[src/rtl/core/lant_pkg.sv]
// Shared types, codes and helpers for the Langton's ant step unit.
package lant_pkg;

    localparam int GRID_ROWS = 64;
    localparam int GRID_COLS = 64;
    localparam int DEPTH     = GRID_ROWS * GRID_COLS;
    localparam int ADDR_W    = $clog2(DEPTH);
    localparam int ROW_LIM   = (GRID_ROWS < 64) ? GRID_ROWS : 64;
    localparam int COL_LIM   = (GRID_COLS < 64) ? GRID_COLS : 64;

    localparam logic [1:0] CMD_STEP    = 2'd0;
    localparam logic [1:0] CMD_RESTART = 2'd1;
    localparam logic [1:0] CMD_READ    = 2'd2;

    localparam logic [1:0] HEAD_N = 2'd0;
    localparam logic [1:0] HEAD_E = 2'd1;
    localparam logic [1:0] HEAD_S = 2'd2;
    localparam logic [1:0] HEAD_W = 2'd3;

    localparam logic [2:0] REG_ROWS      = 3'd0;
    localparam logic [2:0] REG_COLS      = 3'd1;
    localparam logic [2:0] REG_START_ROW = 3'd2;
    localparam logic [2:0] REG_START_COL = 3'd3;
    localparam logic [2:0] REG_LIMIT     = 3'd4;

    typedef logic [1:0] t_addr_sel;
    localparam t_addr_sel SEL_POS   = 2'd0;
    localparam t_addr_sel SEL_QUERY = 2'd1;
    localparam t_addr_sel SEL_CLEAR = 2'd2;

    typedef struct packed {
        logic      capture;
        logic      restart;
        logic      mem_rd;
        logic      clear_wr;
        logic      step_wr;
        logic      reply;
        t_addr_sel sel;
    } t_dp_cmd;

    typedef struct packed {
        logic limit_hit;
        logic clear_last;
    } t_dp_stat;

    function automatic logic [ADDR_W-1:0] cell_addr(input logic [5:0] row,
                                                    input logic [5:0] col);
        logic [31:0] a;
        a = 32'(row) * 32'(GRID_COLS) + 32'(col);
        return a[ADDR_W-1:0];
    endfunction

    function automatic logic in_grid(input logic [5:0] row, input logic [5:0] col);
        return (32'(row) < 32'(GRID_ROWS)) && (32'(col) < 32'(GRID_COLS));
    endfunction

    // Zero acts as one; saturate to the grid and to 64.
    function automatic logic [6:0] board_size(input logic [6:0] cfg, input logic [6:0] lim);
        logic [6:0] n;
        n = (cfg == 7'd0) ? 7'd1 : cfg;
        if (n > lim) begin
            n = lim;
        end
        return n;
    endfunction

endpackage

[src/rtl/core/lant_ctrl.sv]
// Sequencer for step, restart, read and the grid clearing pass.
module lant_ctrl import lant_pkg::*; (
    input  logic     i_clk,
    input  logic     i_rst_n,
    input  logic     i_start,
    input  logic [1:0] i_command,
    input  t_dp_stat i_stat,
    output t_dp_cmd  o_cmd,
    output logic     o_busy,
    output logic     o_valid
);

    localparam logic [2:0] ST_INIT    = 3'd0;
    localparam logic [2:0] ST_IDLE    = 3'd1;
    localparam logic [2:0] ST_STEP_RD = 3'd2;
    localparam logic [2:0] ST_STEP_WR = 3'd3;
    localparam logic [2:0] ST_POS_RD  = 3'd4;
    localparam logic [2:0] ST_Q_RD    = 3'd5;
    localparam logic [2:0] ST_CLEAR   = 3'd6;
    localparam logic [2:0] ST_REPLY   = 3'd7;

    logic [2:0] r_state, n_state;
    logic       r_strobe;
    logic       w_accept;

    assign w_accept = i_start && (r_state == ST_IDLE);
    assign o_busy   = (r_state != ST_IDLE);
    assign o_valid  = r_strobe;

    always_comb begin
        n_state = r_state;
        o_cmd   = '0;
        o_cmd.sel = SEL_POS;
        unique case (r_state)
            ST_INIT: begin
                o_cmd.clear_wr = 1'b1;
                o_cmd.sel      = SEL_CLEAR;
                if (i_stat.clear_last) begin
                    n_state = ST_IDLE;
                end
            end
            ST_IDLE: begin
                o_cmd.capture = w_accept;
                o_cmd.restart = w_accept && (i_command == CMD_RESTART);
                if (w_accept) begin
                    unique case (i_command)
                        CMD_STEP:    n_state = i_stat.limit_hit ? ST_POS_RD : ST_STEP_RD;
                        CMD_RESTART: n_state = ST_CLEAR;
                        CMD_READ:    n_state = ST_Q_RD;
                        default:     n_state = ST_POS_RD;
                    endcase
                end
            end
            ST_STEP_RD: begin
                o_cmd.mem_rd = 1'b1;
                n_state      = ST_STEP_WR;
            end
            ST_STEP_WR: begin
                o_cmd.step_wr = 1'b1;
                n_state       = ST_POS_RD;
            end
            ST_POS_RD: begin
                o_cmd.mem_rd = 1'b1;
                n_state      = ST_REPLY;
            end
            ST_Q_RD: begin
                o_cmd.mem_rd = 1'b1;
                o_cmd.sel    = SEL_QUERY;
                n_state      = ST_REPLY;
            end
            ST_CLEAR: begin
                o_cmd.clear_wr = 1'b1;
                o_cmd.sel      = SEL_CLEAR;
                if (i_stat.clear_last) begin
                    n_state = ST_POS_RD;
                end
            end
            default: begin
                o_cmd.reply = 1'b1;
                n_state     = ST_IDLE;
            end
        endcase
    end

    always_ff @(posedge i_clk) begin
        if (!i_rst_n) begin
            r_state  <= ST_INIT;
            r_strobe <= 1'b0;
        end else begin
            r_state  <= n_state;
            r_strobe <= (r_state == ST_REPLY);
        end
    end

`ifndef SYNTHESIS
    a_strobe_after_reply: assert property (@(posedge i_clk) disable iff (!i_rst_n)
        r_strobe |-> $past(r_state) == ST_REPLY)
        else $error("result beat without reply state");
    a_busy_after_accept: assert property (@(posedge i_clk) disable iff (!i_rst_n)
        w_accept |=> o_busy)
        else $error("not busy after accepted command");
    a_write_after_read: assert property (@(posedge i_clk) disable iff (!i_rst_n)
        (r_state == ST_STEP_WR) |-> $past(r_state) == ST_STEP_RD)
        else $error("cell write without preceding cell read");
    a_reply_after_read: assert property (@(posedge i_clk) disable iff (!i_rst_n)
        (r_state == ST_REPLY) |-> ($past(r_state) == ST_POS_RD || $past(r_state) == ST_Q_RD))
        else $error("reply without preceding memory read");
`endif

endmodule

[config.mk]
export PLATFORM = sky130hd
export DESIGN_NAME = lant_ctrl
export DESIGN_NICKNAME = d
export VERILOG_FILES = /design/src/rtl/core/lant_pkg.sv /design/src/rtl/core/lant_ctrl.sv
export SDC_FILE = /design/constraint.sdc
export NUM_CORES = 1
export LEC_CHECK = 0
export BUFFER_PORTS_ARGS = -buffer_cell sky130_fd_sc_hd__buf_2
export CAP_MARGIN = 10
export CORE_AREA = 4 4 41 43
export CTS_CLUSTER_DIAMETER = 80
export DETAILED_ROUTE_END_ITERATION = 16
export DIE_AREA = 0 0 45 47
export SLEW_MARGIN = 20
export SYNTH_ARGS = -nofsm -noshare
export SYNTH_HDL_FRONTEND = slang
export SYNTH_SLANG_ARGS = --single-unit
[constraint.sdc]
create_clock -name i_clk -period 2.44 [get_ports i_clk]
set_clock_uncertainty 0.2 [all_clocks]
set_input_delay 0.732 -clock i_clk [delete_from_list [all_inputs] [get_ports i_clk]]
set_output_delay 0.732 -clock i_clk [all_outputs]
set_load 0.01 [all_outputs]
After elaboration in Yosys (flattened, before gate mapping)
Cells that the tools add are included.
{"block": "classes", "eq_ne": 13, "n_mux": 12, "n_reduce_logical": 9}
{"cell": "$pmux W3 S6", "n": 1}
{"cell": "$eq A3 B3 Y1 const B", "n": 4}
{"cell": "$mux W3", "n": 4}
{"cell": "$pmux W3 S3", "n": 1}
{"cell": "$reduce_or A7 Y1", "n": 1}
{"cell": "$eq A3 B2 Y1 const B", "n": 2}
{"cell": "$ne A2 B2 Y1 const B", "n": 3}
{"cell": "$mux W1", "n": 4}
{"cell": "$pmux W2 S2", "n": 1}
{"cell": "$reduce_or A2 Y1", "n": 2}
{"cell": "$eq A3 B1 Y1 const B", "n": 1}
{"cell": "$logic_not A3 Y1", "n": 1}
{"cell": "$ne A3 B1 Y1 const B", "n": 1}
{"cell": "$reduce_and A3 Y1", "n": 1}
{"cell": "$reduce_or A3 Y1", "n": 1}
{"cell": "$eq A2 B1 Y1 const B", "n": 1}
{"cell": "$eq A2 B2 Y1 const B", "n": 1}
{"cell": "$logic_and A1 B1 Y1", "n": 2}
{"cell": "$logic_not A2 Y1", "n": 1}
{"cell": "$mux W2", "n": 1}
{"block": "totals", "reg_bits": 4, "input_bits": 7, "out_inout_bits": 10, "wordCells": 36}

Logic depth before layout (Yosys ltp)
{"block": "logic_depth", "depth_word": 4, "depth_mapped": 5, "depth_no_buf": 5}

Least setup slack after synthesis
Ideal clock, no wire load.
{"block": "synth_path", "path_type": "input to output", "start": "input i_command[1]", "end": "output o_cmd[6] (netlist bit)", "arrival_ns": 1.222, "required_ns": 1.508, "slack_ns": 0.286, "path_stages": 3, "path_buffers": 0, "path_cell_list": "inv_1 > ha_1 > nor3b_1"}
{"element": "from (decl)", "line_no": "lant_ctrl.sv:6", "text": "input logic [1:0] i_command,"}
{"element": "to (decl)", "line_no": "lant_ctrl.sv:8", "text": "output t_dp_cmd o_cmd,"}

==> results.toml <==
[global_routing]
antenna_found_initial = 0
grt_pass1_wl_mm = 1.54
overflow = 0
grt_pass1_vias = 352
grt.total_usage_pct = 10.4
grt_max_degree = 10

[power]
vdd_ir_drop_max_mv = 0.224
power-per-cell-area_nw_per_um2 = 543
p_leak_nw = 0.266

[clock_tree]
holdBufCountCts = 0
cts_made_buffers = 3
cts_tree = "yes"
clk_latency_ns = 0.23
post_cts_buffers = 0
clkSinkCount = 4
cts_resized = 0
cts_root_buffer = "clkbuf_4"
clk_pin_slew_worst_paths_ns = 0.04
clockBufferDepth = 2
ctsHtreeMaxLevel = 1

[critical_path]
cpMostUsedCell = "buf_2"
cp-end-kind = "output port"
crit_buf_inv = 3
path_cells = "buf_2 > inv_1 > ha_1 > nor3b_1 > buf_2"
cp_data_required_time_ns = 1.51
worst-setup-path-type = "in -> out"
crit_arrival_ns = 1.36
slowest_stage = "nor3b_1"
cp_slowest_stage_delay_ns = 0.15
path_delay_family = "buffers and inverters"
critPathMaxFanout = 4
critPathLaunchType = "input port"

[floorplanning]
fp.dieW_um = 45
die-area_um2 = 2120
core_area_um2 = 1300
num_rows = 13
die_h_um = 47
initial_core_util_pct = 27.9
ios = 17

[synthesis]
syn_area_um2 = 363
synth_top_area_share_pct = 22.1
synth_mux_area_share_pct = 0
ys_seq_elements = 4
synth_area_leaders = "dfxtp_1 (22%), ha_1 (14%), o21ai_0 (6.9%)"
synth_xor_area_share_pct = 2.41
postSynth.asyncResetShare_pct = 0
synth_compound_area_share_pct = 19.0
synth_ff_type = "dfxtp_1"
seq_area_frac_synth_pct = 22.1
synth.largest_area_cell = "dfxtp_1"
yosysUniqueCellTypes = 22
postSynthCellCount = 45
synth_edf_count = 0
synth_top_family_by_area = "simple AND/OR/NAND/NOR gates"
synth.avg_cell_area_um2 = 8.06
ys.warnings.count = 0
synth_fa_ha_area_share_pct = 13.8
synth_nets = 56
yosys.area_share.simple_pct = 33.4
synthTopCellsByCount = "nand2_1 (5), nor2_1 (5), o21ai_0 (5)"

[outcome]
status = "complete, no violations"

[timing]
fin_tns_setup_ns = 0
post-route-period-util_pct = 94.0
slew_violations = 0
fmax_mhz = 436
setup_viol = 0
tightest_slew_ns = 0.378
fin_crit_ns = 2.29
report.final.hold_viol_count = 0
slew_headroom_pct = 74.7
rsz0062_at_grt = "false"

[route]
ant_nets = 0
vias = 369
wire_per_inst_um = 11.0
first_pass_iters = 3
drt_iter0_markers = 3
totalWireLength_um = 871
drc = 0
viasPerCell = 4.67

[layout]
final_util_pct = 36.9
nNetsFinal = 77
diodes = 0
drive_above_1_share_pct = 35.9
area_growth_pct = 32.4

[placed_design]
io_buffers = 16
dp_hpwl_um = 681
place_congestion = 0.720

[min_path]
worstHoldPathType = "reg -> reg"

[job]
cap_violations = 0
==> registers in the layout (all words and copies together), names as in the netlist <==
| signal | cells |
|---|---|
| r_state | 3 |
| o_valid | 1 |
==> cell type report <==
cell class              instances  area, um^2
clock buffers                   3        22.5
fillers                       145         821
inverters                       4        15.0
multi-input cells              35         249
flip-flops and latches          4        80.1
well taps                      15        18.8
repair buffers                 18        95.1
==> final timing paths <==
| path | end | cells after the start | slack (ns) | from |
|---|---|---|---|---|
| worst max-delay path | o_cmd[6] | 5 | 0.15 | i_command[1] |
| worst min register to register | o_valid | 3 | 0.49 | r_state[1] |
| worst max register to register | r_state[2] | 3 | 1.01 | r_state[2] |
| worst min-delay path | o_valid | 3 | 0.49 | r_state[1] |
==> per-stage QoR <==
stage / hold WS, ns / std cells / area [um^2] / worst slack (ns) / power (mW)
3_5_place_dp: 0.480 / 76 / 458 / 0.130 / 0.182
2_1_floorplan: 0.436 / 45 / 363 / 0.286 / 0.147
3_3_place_gp: 0.491 / 76 / 458 / 0.161 / 0.181
5_1_grt: 0.522 / 79 / 480 / 0.0405 / 0.285
6_report: 0.493 / 79 / 480 / 0.147 / 0.261
4_1_cts: 0.499 / 79 / 480 / 0.130 / 0.266
==> cells by family (layout without fill, tap and decap cells) <==
group           count (synthesis)  count (layout)
flops                           4               4
xor+xnor                        1               1
compound gates                 11              11
buf+inv                         6              25
simple gates                   19              19
fa+ha+maj                       4               4
==> worst register-to-register path, stage by stage, from the launching register on <==
cell,delay (ns)
dfxtp_1,0.54
inv_1,0.21
nor2_1,0.19
and3b_1,0.19
==> cells in the final DEF, fill, tap and decap left out <==
master | synthesis | layout
and2_1 | 2 | 2
and2b_4 | 1 | 1
dfxtp_1 | 4 | 4
nor4_4 | 1 | 1
a31oi_1 | 1 | 1
clkbuf_4 | 0 | 3
ha_1 | 4 | 4
buf_2 | 0 | 16
a21o_1 | 1 | 1
buf_4 | 1 | 2
and3b_1 | 1 | 1
nand3b_1 | 2 | 2
nor3b_1 | 1 | 1
a22oi_1 | 1 | 1
nor2_1 | 5 | 5
xor2_1 | 1 | 1
inv_1 | 4 | 4
a21oi_1 | 1 | 1
a41o_1 | 1 | 1
or3b_1 | 1 | 1
o21bai_1 | 1 | 1
nand2_1 | 5 | 5
o21ai_0 | 5 | 5
==> layer usage <==
| layer | track usage, % | share of wire [%] | routed length [um] |
|---|---|---|---|
| met5 | 0 | 0 | 0 |
| met1 | 11.8 | 46 | 398 |
| met2 | 16.4 | 45 | 396 |
| met3 | 6.13 | 8.0 | 70 |
| met4 | 3.51 | 0.69 | 6 |
==> power breakdown <==
part | internal [mW] | switching, mW
combinational | 0.0480 | 0.0517
sequential | 0.0719 | 0.00856
clock | 0.0549 | 0.0256
total | 0.175 | 0.0859
Note: power is estimated with default switching activity, not from simulation.
